$ cat config.mk
export PLATFORM = sky130hd
export DESIGN_NAME = vdh_ram
export DESIGN_NICKNAME = d
export VERILOG_FILES = /design/src/design/vdh_ram.sv
export SDC_FILE = /design/constraint.sdc
export NUM_CORES = 1
export LEC_CHECK = 0
export ABC_AREA = 1
export CORE_ASPECT_RATIO = 0.7
export CORE_MARGIN = 2
export CORE_UTILIZATION = 30
export DETAILED_ROUTE_END_ITERATION = 7
export DONT_BUFFER_PORTS = 1
export PLACE_DENSITY = 0.5
export SYNTH_ARGS = -nofsm -noshare
export SYNTH_HDL_FRONTEND = slang
export SYNTH_SLANG_ARGS = --single-unit
export TNS_END_PERCENT = 100
$ cat constraint.sdc
create_clock -name clk -period 3.4 [get_ports clk]
set_clock_uncertainty 0.05 [all_clocks]
set_input_delay 0.34 -clock clk [delete_from_list [all_inputs] [get_ports clk]]
set_output_delay 0.34 -clock clk [all_outputs]
set_load 0.05 [all_outputs]
$ cat src/design/vdh_ram.sv
// generic simple dual port ram, one write port, one registered read port
`timescale 1ns / 1ps

module vdh_ram #(
  parameter int WIDTH = 8,
  parameter int DEPTH = 16
) (
  input  logic                     clk,
  input  logic                     wr_en,
  input  logic [$clog2(DEPTH)-1:0] wr_addr,
  input  logic [WIDTH-1:0]         wr_data,
  input  logic                     rd_en,
  input  logic [$clog2(DEPTH)-1:0] rd_addr,
  output logic [WIDTH-1:0]         rd_data
);

  logic [WIDTH-1:0] mem [DEPTH];

  always_ff @(posedge clk) begin
    if (wr_en) begin
      mem[wr_addr] <= wr_data;
    end
    if (rd_en) begin
      rd_data <= mem[rd_addr];
    end
  end

endmodule

Yosys cells after proc, flatten, opt, wreduce, memory -nomap -nowiden

Memory sizes are Yosys's and may differ from the RTL's. A register that Yosys moved wholly into a read port is not among the register bits.
Index checks and enable logic that the tools add are counted.

Mux-type cells: 2

Operators by type and width:

| cell   | number |
|---|---|
| $mux 1 | 2 |

Output and inout bits: 8
Flip-flop bits (word level): 0
Bits in writable memories: 128
Logic and storage cells: 3
Memories kept: 1
Bits of input ports: 19

Memories:

| name | words | width | rd ports | clocked after Yosys merged registers in | wr ports | RTL line | source |
|---|---|---|---|---|---|---|---|
| mem  | 16    | 8     | 1        | 1                                       | 1        | 17       | `logic [WIDTH-1:0] mem [DEPTH];` |

Logic depth before layout (Yosys ltp)

Depth in word-level cells: 2
Mapped depth: 8
Gate-level depth less buffers: 7

Worst setup path before layout

Ideal clock, no wire load.

Path type: input to register
From: in wr_addr[2]
To: mem mem[10][0] (enable)
Arrival: 921 ps
Slack: 2059 ps
Buffers on the path: 0
Stages on the path: 2
Setup time: 370 ps
Cell sequence: nand3b_1 -> nor2_1

RTL lines:

| what               | RTL line | source |
|---|---|---|
| start: declaration | 10       | `input logic [$clog2(DEPTH)-1:0] wr_addr,` |
| end: declaration   | 17       |  |

No word-level cell before the write port.

==> results.sh <==
export IMPL_outcome="completed"
export IMPL_leakage_nw=2.76
export IMPL_grt_use_total=0.151
export IMPL_finalNetCount=575
export IMPL_reg2reg_depth=6
export IMPL_cts_buffers_inserted=17
export IMPL_cts_resized=0
export IMPL_pin_count=27
export IMPL_syn_area_um2=5850
export IMPL_p_clk_frac=0.473
export IMPL_die_w_um=171
export IMPL_final_cell_mix="nand2_1, edfxtp_1, inv_1, nand3_1"
export IMPL_yosysWarningCount=0
export IMPL_final_layout_size_suffix_gt1_frac=0.0580
export IMPL_r2r_setup_slack_ns=2.04
export IMPL_synthDistinctLibCells=11
export IMPL_syn_nets=570
export IMPL_r2r_start="mem[10][5]$_DFFE_PP_"
export IMPL_worst_path_largest_cell_delay_ns=0.56
export IMPL_first_iter_violations=370
export IMPL_initial_core_util=0.307
export IMPL_seq_power_share=0.481
export IMPL_syn_instance_count=551
export IMPL_ant_nets=0
export IMPL_dp_cells=792
export IMPL_coreArea_um2=19000
export IMPL_antenna_found_initial=0
export IMPL_hold_viol=0
export IMPL_die_area_um2=20600
export IMPL_holdCritPathClass="in2reg"
export IMPL_internal_power_mw=3.10
export IMPL_maxCapViolCount=0
export IMPL_area_delta_synth_final_pct=14.8
export IMPL_powerDensity_nw_per_um2=599
export IMPL_wl_um=14600
export IMPL_final_cells=833
export IMPL_cts_buffer_depth=2
export IMPL_cts_reportedPaths_clkPinSlew_ns=0.06
export IMPL_cts_num_sinks=136
export IMPL_grt_pass1_vias=3605
export IMPL_grt_pass1_wl_um=22200
export IMPL_ys_ff_latch=136
export IMPL_clock_fmax_mhz=581
export IMPL_die_h_um=121
export IMPL_whs_ns=0.113
export IMPL_hold_start="rd_addr[3]"
export IMPL_rr_endpoint="rd_data[5]$_DFFE_PP_"
export IMPL_critical_path_class="in2reg"
export IMPL_rows=42
export IMPL_crit_buf_inv=2
export IMPL_grt_overflow_total=0
export IMPL_firstDrtPassIters=5
export IMPL_syn_avg_cell_area_um2=10.6
export IMPL_num_vias=3813
export IMPL_ys_seq_area_frac=0.698
export IMPL_wl_per_cell_um=17.5
export IMPL_io_buffers=0
export IMPL_critPathSlowestCell="inv_2"
export IMPL_worst_slew_pin_slew_ns=0.996
export IMPL_via_per_inst=4.58
export IMPL_tns_ns=0
export IMPL_endpoint_kind="flop"
export IMPL_switching_power_mw=0.915
export IMPL_critPathMaxFanout=65
export IMPL_cts_tree="yes"
export IMPL_dpl_hpwl_um=8990
export IMPL_rsz0062_at_grt="false"
export IMPL_crit_path_cell_trace="inv_2 -> buf_4 -> nand2_1 -> nand3_1 -> nand3_1 -> nand3_1 -> nand2_1"
export IMPL_finalPower_mw=4.02
export IMPL_clk_latency_ns=0.42
export IMPL_path_common_cell="nand3_1"
export IMPL_setup_violations=0
export IMPL_timing_slew_headroom=0.334
export IMPL_grt_max_degree=66
export IMPL_root_buffer="clkbuf_16"
export IMPL_place_congestion=0.820
export IMPL_crit_required_ns=3.52
export IMPL_worstHoldEndpoint="rd_data[2]$_DFFE_PP_"
export IMPL_start_kind="input port"
export IMPL_period_share=0.506
export IMPL_arrival_ns=1.84
export IMPL_drc_errors=0
export IMPL_hold_depth=2
export IMPL_final_util=0.353
export IMPL_p_comb_frac=0.047
export IMPL_period_needed_ns=1.72
export IMPL_n_antenna_cell=0
export IMPL_slew_violations=0
export IMPL_cp_top_family="buffers and inverters"
export IMPL_final_common_cell="nand2_1"
export IMPL_switching_share=0.228
export IMPL_irDropWorstVdd_v=0.000413
export IMPL_h_tree_depth=4
-- through the flow --
step                      cell area [µm²]  worst slack (ns)
after CTS                            6710              1.69
after global placement               6020              1.30
final                                6710              1.68
after detailed placement             6020              1.28
after global routing                 6710              1.53
after floorplan                      5850              2.06
-- worst max path at each step --
stage,startpoint,to,depth (start not counted)
2_1_floorplan,wr_addr[2],mem[10][0]$_DFFE_PP_,2
4_1_cts,rd_addr[0],rd_data[0]$_DFFE_PP_,7
6_report,rd_addr[0],rd_data[0]$_DFFE_PP_,7
5_1_grt,rd_addr[0],rd_data[7]$_DFFE_PP_,7
3_3_place_gp,rd_addr[0],rd_data[7]$_DFFE_PP_,7
3_5_place_dp,rd_addr[0],rd_data[0]$_DFFE_PP_,7
-- timing repair --
| item | 4_1_cts | 5_1_grt |
|---|---|---|
| hold endpoints to repair | 136 | 0 |
| buffers inserted | 0 | 0 |
| hold buffers | 9 | 0 |
-- area by class of cell --
type                            count  area [µm²]
Sequential cell                   136        4080
Clock buffer                       18         429
Tap cell                          264         330
Fill cell                        1948       12300
Inverter                          102         383
Clock inverter                     14         174
Timing Repair Buffer               10        97.6
Multi-Input combinational cell    289        1210
-- registers in the layout (all words and copies together), names as in the netlist --
signal	flops
mem	128
rd_data	8
-- power groups by stage --
stage | combinational, mW | sequential [mW] | clock (mW)
5_1_grt | 0.213 | 1.93 | 1.99
2_1_floorplan | 0.132 | 1.96 | 0
4_1_cts | 0.188 | 1.93 | 1.91
3_5_place_dp | 0.146 | 1.97 | 0
6_report | 0.187 | 1.93 | 1.90
3_3_place_gp | 0.146 | 1.97 | 0
-- logic make-up after synthesis --
| kind of cell | after synthesis | share of synthesized area |
|---|---|---|
| and+or+nand+nor | 289 | 0.208 |
| DFF | 136 | 0.698 |
| buffers and inverters | 126 | 0.0939 |
-- synth_stat cells (all sizes together) --
cell    count  share of area
edfxtp    136           0.70
nand3      97          0.083
nand3b      2         0.0026
nand2     173           0.11
inv       102          0.065
buf        24          0.028
nor2       17          0.011
-- per-layer routing --
layer | share of wire | wire length [µm] | GRT usage | up-vias
met5 | 0 | 0 | 0 | -
met4 | 0.011 | 153 | 0.0482 | 0
met3 | 0.074 | 1070 | 0.0429 | 14
met2 | 0.41 | 6000 | 0.205 | 155
met1 | 0.50 | 7330 | 0.229 | 1854
li1 | - | - | - | 1790
Note: power is estimated with default switching activity, not from simulation.
